$ cat config.mk
export PLATFORM = sky130hd
export DESIGN_NAME = sha256_stream_hasher_flat
export DESIGN_NICKNAME = d
export VERILOG_FILES = /design/src/hdl/sha256s_pkg.sv /design/src/hdl/sha256s_if.sv /design/src/hdl/sha256s_ctrl.sv /design/src/hdl/sha256s_dp.sv /design/src/hdl/sha256_stream_hasher.sv /design/src/flat_wrapper.sv
export SDC_FILE = /design/constraint.sdc
export NUM_CORES = 2
export LEC_CHECK = 0
export BUFFER_PORTS_ARGS = -buffer_cell sky130_fd_sc_hd__clkbuf_2
export CAP_MARGIN = 15
export CORE_MARGIN = 2
export CORE_UTILIZATION = 30
export DETAILED_ROUTE_END_ITERATION = 8
export SYNTH_ARGS = -nofsm -noshare
export SYNTH_HDL_FRONTEND = slang
export SYNTH_HIERARCHICAL = 1
export SYNTH_SLANG_ARGS = --single-unit
$ cat constraint.sdc
create_clock -name clk -period 11.7 [get_ports clk]
set_input_delay 1.755 -clock clk [delete_from_list [all_inputs] [get_ports clk]]
set_output_delay 1.755 -clock clk [all_outputs]
set_load 0.02 [all_outputs]
$ cat src/hdl/sha256s_pkg.sv
// Shared types, constants and round functions for the SHA-256 stream hasher.
package sha256s_pkg;

	localparam logic [5:0] LEN_OFFSET = 6'd56;
	localparam logic [5:0] FILL_LAST  = 6'd63;
	localparam logic [5:0] ROUND_LAST = 6'd63;
	localparam logic [1:0] PART_LAST  = 2'd3;
	localparam logic [7:0] PAD_MARKER = 8'h80;

	localparam logic [31:0] ROUND_K [64] = '{
		32'h428a2f98, 32'h71374491, 32'hb5c0fbcf, 32'he9b5dba5,
		32'h3956c25b, 32'h59f111f1, 32'h923f82a4, 32'hab1c5ed5,
		32'hd807aa98, 32'h12835b01, 32'h243185be, 32'h550c7dc3,
		32'h72be5d74, 32'h80deb1fe, 32'h9bdc06a7, 32'hc19bf174,
		32'he49b69c1, 32'hefbe4786, 32'h0fc19dc6, 32'h240ca1cc,
		32'h2de92c6f, 32'h4a7484aa, 32'h5cb0a9dc, 32'h76f988da,
		32'h983e5152, 32'ha831c66d, 32'hb00327c8, 32'hbf597fc7,
		32'hc6e00bf3, 32'hd5a79147, 32'h06ca6351, 32'h14292967,
		32'h27b70a85, 32'h2e1b2138, 32'h4d2c6dfc, 32'h53380d13,
		32'h650a7354, 32'h766a0abb, 32'h81c2c92e, 32'h92722c85,
		32'ha2bfe8a1, 32'ha81a664b, 32'hc24b8b70, 32'hc76c51a3,
		32'hd192e819, 32'hd6990624, 32'hf40e3585, 32'h106aa070,
		32'h19a4c116, 32'h1e376c08, 32'h2748774c, 32'h34b0bcb5,
		32'h391c0cb3, 32'h4ed8aa4a, 32'h5b9cca4f, 32'h682e6ff3,
		32'h748f82ee, 32'h78a5636f, 32'h84c87814, 32'h8cc70208,
		32'h90befffa, 32'ha4506ceb, 32'hbef9a3f7, 32'hc67178f2
	};

	localparam logic [31:0] INITIAL_HASH [8] = '{
		32'h6a09e667, 32'hbb67ae85, 32'h3c6ef372, 32'ha54ff53a,
		32'h510e527f, 32'h9b05688c, 32'h1f83d9ab, 32'h5be0cd19
	};

	typedef enum logic [2:0] {
		ST_IDLE,
		ST_LOAD,
		ST_ROUND,
		ST_ADD,
		ST_PAD,
		ST_OUT
	} state_t;

	typedef enum logic [1:0] {
		BSEL_INPUT,
		BSEL_MARKER,
		BSEL_ZERO,
		BSEL_LENGTH
	} byte_sel_t;

	typedef struct packed {
		logic      shift_byte;
		byte_sel_t byte_sel;
		logic      load_vars;
		logic      run_round;
		logic      add_hash;
		logic      count_block;
		logic      cap_len;
		logic      init_hash;
		logic [5:0] round;
		logic [5:0] fill;
		logic [1:0] part;
	} cmd_t;

	function automatic logic [31:0] rotr(input logic [31:0] x, input int unsigned n);
		logic [63:0] dbl;
		dbl = {x, x} >> n;
		return dbl[31:0];
	endfunction

	function automatic logic [31:0] big_sigma0(input logic [31:0] x);
		return rotr(x, 2) ^ rotr(x, 13) ^ rotr(x, 22);
	endfunction

	function automatic logic [31:0] big_sigma1(input logic [31:0] x);
		return rotr(x, 6) ^ rotr(x, 11) ^ rotr(x, 25);
	endfunction

	function automatic logic [31:0] small_sigma0(input logic [31:0] x);
		return rotr(x, 7) ^ rotr(x, 18) ^ (x >> 3);
	endfunction

	function automatic logic [31:0] small_sigma1(input logic [31:0] x);
		return rotr(x, 17) ^ rotr(x, 19) ^ (x >> 10);
	endfunction

endpackage

$ cat src/hdl/sha256s_if.sv
// Valid/ready channel interfaces for the byte stream and the digest parts.
interface sha256s_byte_if;
	logic       valid;
	logic       ready;
	logic [7:0] data_byte;
	logic       byte_valid;
	logic       end_of_message;

	modport source (output valid, output data_byte, output byte_valid,
		output end_of_message, input ready);
	modport sink (input valid, input data_byte, input byte_valid,
		input end_of_message, output ready);
endinterface

interface sha256s_digest_if;
	logic        valid;
	logic        ready;
	logic [63:0] digest_part;
	logic [1:0]  part_index;
	logic        last_part;

	modport source (output valid, output digest_part, output part_index,
		output last_part, input ready);
	modport sink (input valid, input digest_part, input part_index,
		input last_part, output ready);
endinterface

$ cat src/hdl/sha256s_ctrl.sv
// Controller state machine: byte fill, padding sequence, round count and digest output.
module sha256s_ctrl (
	input  logic              clk,
	input  logic              arst_n,
	input  logic              in_valid,
	input  logic              in_byte_valid,
	input  logic              in_eom,
	output logic              in_ready,
	output logic              out_valid,
	input  logic              out_ready,
	output logic [1:0]        part_index,
	output logic              last_part,
	output sha256s_pkg::cmd_t cmd
);
	import sha256s_pkg::*;

	state_t     state_q, state_d;
	logic [5:0] fill_q, fill_d;
	logic [5:0] round_q, round_d;
	logic [1:0] part_q, part_d;
	logic       eom_q, eom_d;
	logic       pad_q, pad_d;
	logic       marker_q, marker_d;
	logic       spill_q, spill_d;

	always_ff @(posedge clk or negedge arst_n) begin
		if (!arst_n) begin
			state_q  <= ST_IDLE;
			fill_q   <= '0;
			round_q  <= '0;
			part_q   <= '0;
			eom_q    <= 1'b0;
			pad_q    <= 1'b0;
			marker_q <= 1'b0;
			spill_q  <= 1'b0;
		end else begin
			state_q  <= state_d;
			fill_q   <= fill_d;
			round_q  <= round_d;
			part_q   <= part_d;
			eom_q    <= eom_d;
			pad_q    <= pad_d;
			marker_q <= marker_d;
			spill_q  <= spill_d;
		end
	end

	always_comb begin
		state_d   = state_q;
		fill_d    = fill_q;
		round_d   = round_q;
		part_d    = part_q;
		eom_d     = eom_q;
		pad_d     = pad_q;
		marker_d  = marker_q;
		spill_d   = spill_q;
		in_ready  = 1'b0;
		out_valid = 1'b0;
		cmd       = '0;
		cmd.round = round_q;
		cmd.fill  = fill_q;
		cmd.part  = part_q;

		case (state_q)
			ST_IDLE: begin
				in_ready = 1'b1;
				if (in_valid) begin
					if (in_byte_valid) begin
						cmd.shift_byte = 1'b1;
						cmd.byte_sel   = BSEL_INPUT;
						fill_d         = fill_q + 6'd1;
					end
					if (in_byte_valid && fill_q == FILL_LAST) begin
						// The byte completes a block; padding waits for its compression.
						eom_d   = in_eom;
						state_d = ST_LOAD;
					end else if (in_eom) begin
						pad_d    = 1'b1;
						marker_d = 1'b0;
						state_d  = ST_PAD;
					end
				end
			end
			ST_LOAD: begin
				cmd.load_vars = 1'b1;
				round_d       = '0;
				state_d       = ST_ROUND;
			end
			ST_ROUND: begin
				cmd.run_round = 1'b1;
				round_d       = round_q + 6'd1;
				if (round_q == ROUND_LAST) begin
					state_d = ST_ADD;
				end
			end
			ST_ADD: begin
				cmd.add_hash = 1'b1;
				if (pad_q) begin
					if (spill_q) begin
						spill_d = 1'b0;
						state_d = ST_PAD;
					end else begin
						part_d  = '0;
						state_d = ST_OUT;
					end
				end else begin
					cmd.count_block = 1'b1;
					if (eom_q) begin
						eom_d    = 1'b0;
						pad_d    = 1'b1;
						marker_d = 1'b0;
						state_d  = ST_PAD;
					end else begin
						state_d = ST_IDLE;
					end
				end
			end
			ST_PAD: begin
				cmd.shift_byte = 1'b1;
				fill_d         = fill_q + 6'd1;
				if (!marker_q) begin
					// The marker byte also latches the bit length of the message.
					cmd.byte_sel = BSEL_MARKER;
					cmd.cap_len  = 1'b1;
					marker_d     = 1'b1;
					spill_d      = (fill_q >= LEN_OFFSET);
				end else if (fill_q >= LEN_OFFSET && !spill_q) begin
					cmd.byte_sel = BSEL_LENGTH;
				end else begin
					cmd.byte_sel = BSEL_ZERO;
				end
				if (fill_q == FILL_LAST) begin
					state_d = ST_LOAD;
				end
			end
			ST_OUT: begin
				out_valid = 1'b1;
				if (out_ready) begin
					part_d = part_q + 2'd1;
					if (part_q == PART_LAST) begin
						cmd.init_hash = 1'b1;
						pad_d         = 1'b0;
						state_d       = ST_IDLE;
					end
				end
			end
			default: begin
				state_d = ST_IDLE;
			end
		endcase
	end

	assign part_index = part_q;
	assign last_part  = (part_q == PART_LAST);

endmodule

$ cat src/hdl/sha256s_dp.sv
// Datapath: message schedule window, round variables, hash words and length register.
module sha256s_dp (
	input  logic              clk,
	input  logic              arst_n,
	input  sha256s_pkg::cmd_t cmd,
	input  logic [7:0]        data_byte,
	output logic [63:0]       digest_part
);
	import sha256s_pkg::*;

	logic [31:0] w_q [16];
	logic [31:0] v_q [8];
	logic [31:0] h_q [8];
	logic [57:0] count_q;
	logic [63:0] len_q;

	logic [7:0]  byte_in;
	logic [31:0] w_new;
	logic [31:0] t1;
	logic [31:0] t2;
	logic [31:0] ch;
	logic [31:0] maj;

	always_comb begin
		case (cmd.byte_sel)
			BSEL_INPUT:  byte_in = data_byte;
			BSEL_MARKER: byte_in = PAD_MARKER;
			BSEL_LENGTH: byte_in = len_q[63:56];
			default:     byte_in = 8'h00;
		endcase
	end

	// The window holds words t..t+15, so word 0 is always the current round's word.
	assign w_new = w_q[0] + small_sigma0(w_q[1]) + w_q[9] + small_sigma1(w_q[14]);
	assign ch    = (v_q[4] & v_q[5]) ^ (~v_q[4] & v_q[6]);
	assign maj   = (v_q[0] & v_q[1]) ^ (v_q[0] & v_q[2]) ^ (v_q[1] & v_q[2]);
	assign t1    = v_q[7] + big_sigma1(v_q[4]) + ch + ROUND_K[cmd.round] + w_q[0];
	assign t2    = big_sigma0(v_q[0]) + maj;

	always_ff @(posedge clk) begin
		if (cmd.shift_byte) begin
			for (int i = 0; i < 15; i++) begin
				w_q[i] <= {w_q[i][23:0], w_q[i + 1][31:24]};
			end
			w_q[15] <= {w_q[15][23:0], byte_in};
		end else if (cmd.run_round) begin
			for (int i = 0; i < 15; i++) begin
				w_q[i] <= w_q[i + 1];
			end
			w_q[15] <= w_new;
		end
	end

	always_ff @(posedge clk) begin
		if (cmd.load_vars) begin
			for (int i = 0; i < 8; i++) begin
				v_q[i] <= h_q[i];
			end
		end else if (cmd.run_round) begin
			v_q[7] <= v_q[6];
			v_q[6] <= v_q[5];
			v_q[5] <= v_q[4];
			v_q[4] <= v_q[3] + t1;
			v_q[3] <= v_q[2];
			v_q[2] <= v_q[1];
			v_q[1] <= v_q[0];
			v_q[0] <= t1 + t2;
		end
	end

	always_ff @(posedge clk) begin
		if (cmd.cap_len) begin
			// Bit length wraps modulo 2^64, so the top bits of the count drop out.
			len_q <= {count_q[54:0], cmd.fill, 3'b000};
		end else if (cmd.shift_byte && cmd.byte_sel == BSEL_LENGTH) begin
			len_q <= {len_q[55:0], 8'h00};
		end
	end

	always_ff @(posedge clk or negedge arst_n) begin
		if (!arst_n) begin
			for (int i = 0; i < 8; i++) begin
				h_q[i] <= INITIAL_HASH[i];
			end
			count_q <= '0;
		end else begin
			if (cmd.init_hash) begin
				for (int i = 0; i < 8; i++) begin
					h_q[i] <= INITIAL_HASH[i];
				end
				count_q <= '0;
			end else begin
				if (cmd.add_hash) begin
					for (int i = 0; i < 8; i++) begin
						h_q[i] <= h_q[i] + v_q[i];
					end
				end
				if (cmd.count_block) begin
					count_q <= count_q + 58'd1;
				end
			end
		end
	end

	assign digest_part = {h_q[{cmd.part, 1'b0}], h_q[{cmd.part, 1'b1}]};

endmodule

$ cat src/hdl/sha256_stream_hasher.sv
// A message byte is taken in ST_IDLE; a 64th byte starts a compression (ST_LOAD, ST_ROUND, ST_ADD).
// End of message: padding bytes are shifted in, with one or two compressions,
// then four digest transactions, one per cycle while the sink is ready.
// One transaction is in work at a time; input is not taken during compression or output.
// Reset: asynchronous, active low; hash words return to the initial values, counts clear.
module sha256_stream_hasher (
	input  logic             clk,
	input  logic             arst_n,
	sha256s_byte_if.sink     byte_stream,
	sha256s_digest_if.source digest_stream
);
	import sha256s_pkg::*;

	cmd_t cmd;

	sha256s_ctrl u_ctrl (
		.clk           (clk),
		.arst_n        (arst_n),
		.in_valid      (byte_stream.valid),
		.in_byte_valid (byte_stream.byte_valid),
		.in_eom        (byte_stream.end_of_message),
		.in_ready      (byte_stream.ready),
		.out_valid     (digest_stream.valid),
		.out_ready     (digest_stream.ready),
		.part_index    (digest_stream.part_index),
		.last_part     (digest_stream.last_part),
		.cmd           (cmd)
	);

	sha256s_dp u_dp (
		.clk         (clk),
		.arst_n      (arst_n),
		.cmd         (cmd),
		.data_byte   (byte_stream.data_byte),
		.digest_part (digest_stream.digest_part)
	);

endmodule

$ cat src/flat_wrapper.sv
// flat-port wrapper written by rule: the top's interface ports become plain ports
module sha256_stream_hasher_flat import sha256s_pkg::*;
  (clk, arst_n, byte_stream_valid, byte_stream_data_byte, byte_stream_byte_valid, byte_stream_end_of_message, byte_stream_ready, digest_stream_valid, digest_stream_digest_part, digest_stream_part_index, digest_stream_last_part, digest_stream_ready);
  sha256s_byte_if byte_stream_i ();
  sha256s_digest_if digest_stream_i ();
  input  logic clk;
  input  logic arst_n;
  input wire logic [$bits(byte_stream_i.valid)-1:0] byte_stream_valid;
  input wire logic [$bits(byte_stream_i.data_byte)-1:0] byte_stream_data_byte;
  input wire logic [$bits(byte_stream_i.byte_valid)-1:0] byte_stream_byte_valid;
  input wire logic [$bits(byte_stream_i.end_of_message)-1:0] byte_stream_end_of_message;
  output wire logic [$bits(byte_stream_i.ready)-1:0] byte_stream_ready;
  output wire logic [$bits(digest_stream_i.valid)-1:0] digest_stream_valid;
  output wire logic [$bits(digest_stream_i.digest_part)-1:0] digest_stream_digest_part;
  output wire logic [$bits(digest_stream_i.part_index)-1:0] digest_stream_part_index;
  output wire logic [$bits(digest_stream_i.last_part)-1:0] digest_stream_last_part;
  input wire logic [$bits(digest_stream_i.ready)-1:0] digest_stream_ready;
  assign byte_stream_i.valid = byte_stream_valid;
  assign byte_stream_i.data_byte = byte_stream_data_byte;
  assign byte_stream_i.byte_valid = byte_stream_byte_valid;
  assign byte_stream_i.end_of_message = byte_stream_end_of_message;
  assign byte_stream_ready = byte_stream_i.ready;
  assign digest_stream_valid = digest_stream_i.valid;
  assign digest_stream_digest_part = digest_stream_i.digest_part;
  assign digest_stream_part_index = digest_stream_i.part_index;
  assign digest_stream_last_part = digest_stream_i.last_part;
  assign digest_stream_i.ready = digest_stream_ready;
  sha256_stream_hasher u_core (.clk(clk), .arst_n(arst_n), .byte_stream(byte_stream_i), .digest_stream(digest_stream_i));
endmodule
; ---- Word level (Yosys, flattened, before mapping)
; Memory sizes are Yosys's and may differ from the RTL's.
; Cells that the tools add are included.
[word_totals]
register_bits = 396
mem_bits_rw = 768
mem_bits_ro = 2048
input_bits = 14
output_inout_bits = 69
elab_cells = 243
memories = 3
[classes]
add_sub_neg = 22
magnitude_cmp = 4
n_eq_ne = 25
muxes = 104
bitwise_logic = 44
n_reduce_logical = 23
[mem_list]
columns = memory, depth, word_bits, read_ports, rd_clocked_by_memory_dff, wr, line_no
row1 = (name not given), 64, 32, 1, 0, 0, sha256s_dp.sv:37  ; assign t1 = v_q[7] + big_sigma1(v_q[4]) + ch + ROUND_K[cmd.round] + w_q[0];
row2 = u_core.u_dp.w_q, 16, 32, 16, 0, 16, sha256s_dp.sv:11  ; logic [31:0] w_q [16];
row3 = u_core.u_dp.v_q, 8, 32, 8, 0, 8, sha256s_dp.sv:12  ; logic [31:0] v_q [8];
[op_table]
columns = cell, count
row1 = 32-bit two-way mux, 30
row2 = 32-bit adder, 18
row3 = 256-bit two-way mux, 2
row4 = 32-bit XOR, 9
row5 = 32-bit binary-select mux with 3-bit select, 2
row6 = 32-bit AND, 5
row7 = 64-bit two-way mux, 2
row8 = 58-bit two-way mux, 2
row9 = "58-bit by 1-bit adder with 58-bit output, second input constant", 1
row10 = 1-bit two-way mux, 38
row11 = 3-bit two-way mux, 11
row12 = 32-bit NOT, 1
row13 = 32-bit by 22-bit XOR with 32-bit output, 1
row14 = 32-bit by 29-bit XOR with 32-bit output, 1
row15 = "2-bit != test, second input constant", 14
row16 = 1-bit OR, 24
row17 = 6-bit case mux with 2 select lines, 2
row18 = 8-bit case mux with 3 select lines, 1
row19 = 3-bit case mux with 6 select lines, 1
row20 = 6-bit AND reduction, 3
row21 = 2-bit nonzero test, 8
row22 = "6-bit by 1-bit adder with 6-bit output, second input constant", 2
row23 = "6-bit equality test, second input constant", 2
row24 = 6-bit two-way mux, 2
row25 = other kinds (24), 40

; ---- Logic depth before layout (Yosys ltp)
[depth]
depth_word = 9
ltp_mapped = 39
mapped_depth_nobuf = 38

; ---- Hierarchy
; The synthesis kept the hierarchy.
[modules_own_cells]
columns = mod, instances, cells_each, area_per_inst_um2, seq_area_each_um2
row1 = sha256s_dp, 1, 7411, 77121.5, 32846.5
row2 = sha256s_ctrl, 1, 131, 1226.2, 525.5

; ---- Least setup slack after synthesis
; OpenSTA, ideal clock, no wires.
[synth_timing]
path_type = in2reg
startpoint = in byte_stream_valid
endpoint = mem u_core.u_dp.w_q[0][0], enable pin
arrival_time_ns = 9.095
required_ns = 11.033
slack_ns = 1.938
cell_stages = 6
n_path_buf = 3
cell_sequence = a21oi_1 > nor3_4 > clkbuf_1 > clkbuf_1 > clkbuf_1 > or2_2
[synth_rtl]
columns = item, line_no
row1 = "start, declared", flat_wrapper.sv:8  ; input wire logic [$bits(byte_stream_i.valid)-1:0] byte_stream_valid;
row2 = "end, declared", sha256s_dp.sv:11

==> results.md <==
- Headroom to the max-slew limit came out at 0.0942.
- The number of flip-flops and latches in the synthesized netlist is ~1200.
- The worst path in the final design needs a cycle of approximately 9.5 ns, including I/O delays and setup.
- 83 I/O pins were placed.
- The floorplan step set the die height to 515 um.
- The flip-flop and latch area is around 0.033 mm2.
- The number of flops mapped to enable cells by yosys is between 800 and 900.
- The post-detailed-placement cell area is slightly above 0.08 mm2.
- Once the clock tree was built, the setup fixing pass inserted 0 buffers.
- The root buffer cell is sky130_fd_sc_hd__clkbuf_16.
- The average footprint of a synthesized cell is roughly 10 um2.
- The die is around 500 um wide.
- The growth of design area from synthesis to finish is 11.3%.
- Detailed placement finished with a half-perimeter wire length of 194 mm.
- For the worst-skew pair, the clock arrives at the later sink with an insertion delay of 0.83 ns.
- Entering global routing, the biggest net connects ~190 pins.
- The number of remaining DRC errors is 0.
- The slowest stage cell on the critical path is sky130_fd_sc_hd__dfrtp_2.
- The fraction of layout instances using a drive strength above 1 is 0.154.
- The final critical-path share of the clock period is 0.816.
- The via count of the first global-routing pass is ~57000.
- The clock sink total is roughly 1200.
- The final hold violation count is 0.
- The area occupied by multi-input gates is 0.0418 mm2.
- The number of nets handed over by synthesis was slightly above 8000.
- The number of filler cells placed in the layout is ~26000.
- Between clock sinks in the finished design, the worst skew comes to roughly 0.05 ns.
- The most frequently used flop master after synthesis is sky130_fd_sc_hd__edfxtp_1.
- After synthesis, the netlist uses 106 different library cells.
- The endpoint required time on the critical path is 12.23 ns.
- The commonest cells after synthesis are sky130_fd_sc_hd__nand2_1, sky130_fd_sc_hd__edfxtp_1, sky130_fd_sc_hd__mux2_2.
- The run finished with clean final reports.
- The H-tree was split into 4 levels.
- The number of cells produced by synthesis is about 7500.
- The count of cells resized by post-cts repair is 0.
- Static timing analysis puts the maximum clock frequency at 105 MHz.
- sky130_fd_sc_hd__edfxtp_1 takes more of the synthesized area than any other cell.
- The number of violations reported at the end of detailed-routing iteration 0 is about 6200.
- The setup total negative slack is 0 ns.
- Summed over all layers, the global routing overflow is 0.
- The type of the worst setup path is register to register.
- The category of the worst setup path capture point is a register.
- Of all flip-flops after synthesis, the portion carrying an async set or reset was 0.286.
- By instance count, the leading cell after synthesis is sky130_fd_sc_hd__nand2_1.
- The pre-antenna-repair detailed-routing pass consisted of 5 iterations.
- By area the synthesized netlist is led by sky130_fd_sc_hd__edfxtp_1, sky130_fd_sc_hd__mux2_2, sky130_fd_sc_hd__ha_1.
- The initial core utilization is 0.302.
- The largest incremental delay on the critical path is about 0.8 ns.
- The finished cells cover 0.0872 mm2.
- The average wire per cell in the routed design is around 24 um.
- Routability-driven placement finished with a final weighted congestion of 0.947.
- The number of buffers on the longest clock path is 3.
- The CTS clock-pin slew for the worst setup and hold paths is 0.06 ns.
- The number of endpoints failing setup at the final stage is 0.
- The number of antenna violations at the first check in global routing is 11.
- The slew at the pin closest to its max-slew limit is around 1.3 ns.
- The total count of max-transition violations in the final report came to 0.
- The number of clock buffers added by TritonCTS is ~140.
- TritonCTS built the clock tree.
- For this design, the CTS-stage hold fixing added 0 buffers.
- Once detail routing completed, the nets flagged for antenna violations numbered 0.
- Setup repair after global routing left no endpoint under its margin.
- The floorplan core area is approximately 0.26 mm2.
- The path class of the lowest-slack min-delay path is register to register.
- The tool flagged a number of max-cap violations equal to 0.
- The first global-routing pass estimated between 300 and 400 mm of wire.
- The post-detailed-routing wire length is between 200 and 300 mm.
- The row count is 187.
- The share of synthesized area in the top cell type comes to 0.318.
- Yosys printed 6 warnings.
- The post-synth design cell area is approximately 0.08 mm2.
- The number of I/O port buffers is 82.
- The startpoint type of the worst setup path is a register.
- The via count of the routed design is between 50000 and 60000.
- The final net count is roughly 8100.
- For the worst setup path, the data arrival time is roughly 10 ns.
- The ratio of routed vias to standard cells is around 5.3.
- Of all nets on the critical path, the largest fanout is 37.
- The combined global-route utilization of all metal layers is 0.193.
- The sequential-to-total area share from yosys stat is 0.426.
- The floorplan die area is about 0.27 mm2.
[placed cells by master, fill, tap and decap left out, types with 47 or more instances in the layout]
master	n
sky130_fd_sc_hd__nor3_1	78
sky130_fd_sc_hd__dfrtp_1	190
sky130_fd_sc_hd__inv_1	477
sky130_fd_sc_hd__clkbuf_2	81
sky130_fd_sc_hd__buf_4	86
sky130_fd_sc_hd__a211oi_1	61
sky130_fd_sc_hd__and3_1	51
sky130_fd_sc_hd__or3_1	47
sky130_fd_sc_hd__mux2_2	508
sky130_fd_sc_hd__xor2_1	276
sky130_fd_sc_hd__o211ai_1	67
sky130_fd_sc_hd__a21o_1	205
sky130_fd_sc_hd__o21bai_1	48
sky130_fd_sc_hd__mux2i_1	112
sky130_fd_sc_hd__fa_1	195
sky130_fd_sc_hd__edfxtp_1	829
sky130_fd_sc_hd__nor2_1	414
sky130_fd_sc_hd__nand3_1	104
sky130_fd_sc_hd__nand2_1	1055
sky130_fd_sc_hd__xnor2_1	327
sky130_fd_sc_hd__clkbuf_1	52
sky130_fd_sc_hd__ha_1	396
sky130_fd_sc_hd__dfstp_2	136
sky130_fd_sc_hd__mux4_2	70
sky130_fd_sc_hd__o21a_1	66
sky130_fd_sc_hd__clkbuf_16	146
sky130_fd_sc_hd__a21oi_1	426
sky130_fd_sc_hd__o21ai_0	477
sky130_fd_sc_hd__a31oi_1	57
[final cells by class]
type / instances / share of cell area
Multi-Input combinational cell: 5537 / 0.480
Sequential cell: 1161 / 0.383
Tap cell: 3402 / 0.0488
Clock buffer: 212 / 0.0464
Inverter: 485 / 0.0211
Timing Repair Buffer: 173 / 0.0134
Clock inverter: 54 / 0.00742
Antenna cell: 5 / 0.000144
[state kept, by name, summed over array words and instances, names as in the netlist]
register / cells
u_core/u_ctrl/state_q: 3
u_core/u_dp/h_q: 256
u_core/u_ctrl/spill_q: 1
u_core/u_dp/w_q: 512
u_core/u_dp/v_q: 256
u_core/u_ctrl/eom_q: 1
u_core/u_dp/len_q: 61
u_core/u_ctrl/pad_q: 1
u_core/u_ctrl/fill_q: 6
u_core/u_dp/count_q: 55
u_core/u_ctrl/part_index: 2
u_core/u_ctrl/round_q: 6
u_core/u_ctrl/marker_q: 1
[critical path, delay by kind of cell (launching register included)]
family,cells,cell delay [ns]
xor gates and xnor gates,2,0.36
adders and majority gates,6,2.82
and+or+nand+nor,4,0.62
DFF,1,0.80
AOI/OAI and AO/OA,17,4.06
buffers and inverters,3,0.59
[path summary, 6_finish.rpt]
kind / startpoint / to / slack [ns] / cells past startpoint
min: u_core/u_dp/h_q[234]$_DFFE_PN1P_ / u_core/u_dp/h_q[234]$_DFFE_PN1P_ / 0.52 / 2
max: u_core/u_ctrl/round_q[2]$_DFFE_PN0P_ / u_core/u_dp/v_q[0][30]$_DFFE_PP_ / 2.16 / 32
max in group asynchronous: arst_n / u_core/u_dp/h_q[29]$_DFFE_PN0P_ / 8.57 / 3
max reg2reg: u_core/u_ctrl/round_q[2]$_DFFE_PN0P_ / u_core/u_dp/v_q[0][30]$_DFFE_PP_ / 2.16 / 32
min in group asynchronous: arst_n / u_core/u_dp/h_q[167]$_DFFE_PN0P_ / 0.98 / 1
min reg2reg: u_core/u_dp/h_q[234]$_DFFE_PN1P_ / u_core/u_dp/h_q[234]$_DFFE_PN1P_ / 0.52 / 2
[kinds of logic after synthesis]
logic type               synth area share
AND/OR/NAND/NOR                     0.110
flip-flops                          0.426
multiplexers                        0.107
XOR/XNOR                           0.0680
buffers and inverters              0.0409
AO/OA/AOI/OAI                       0.134
adder cells (fa/ha/maj)             0.113
[stage by stage]
stage / setup slack (ns) / cells / util / hold WS (ns)
after global routing: 1.59 / 11000 / 0.336 / 0.544
final: 2.16 / 11000 / 0.336 / 0.521
after detailed placement: 2.32 / 10800 / 0.318 / 0.513
after floorplan: 1.94 / 7542 / - / 0.472
after global placement: 2.26 / 10800 / 0.318 / 0.505
after CTS: 2.29 / 11000 / 0.336 / 0.521
[metal layers]
metal / wire length, um / track usage / vias up
met5: 46 / 0 / -
met4: 7030 / 0.0541 / 8
met3: 19200 / 0.0320 / 334
met2: 115000 / 0.293 / 2246
met1: 120000 / 0.280 / 29300
li1: - / - / 26800
Power is left out: the tool's default activity adds up to more than one toggle a clock period on the data nets, which glitch-free logic cannot reach.
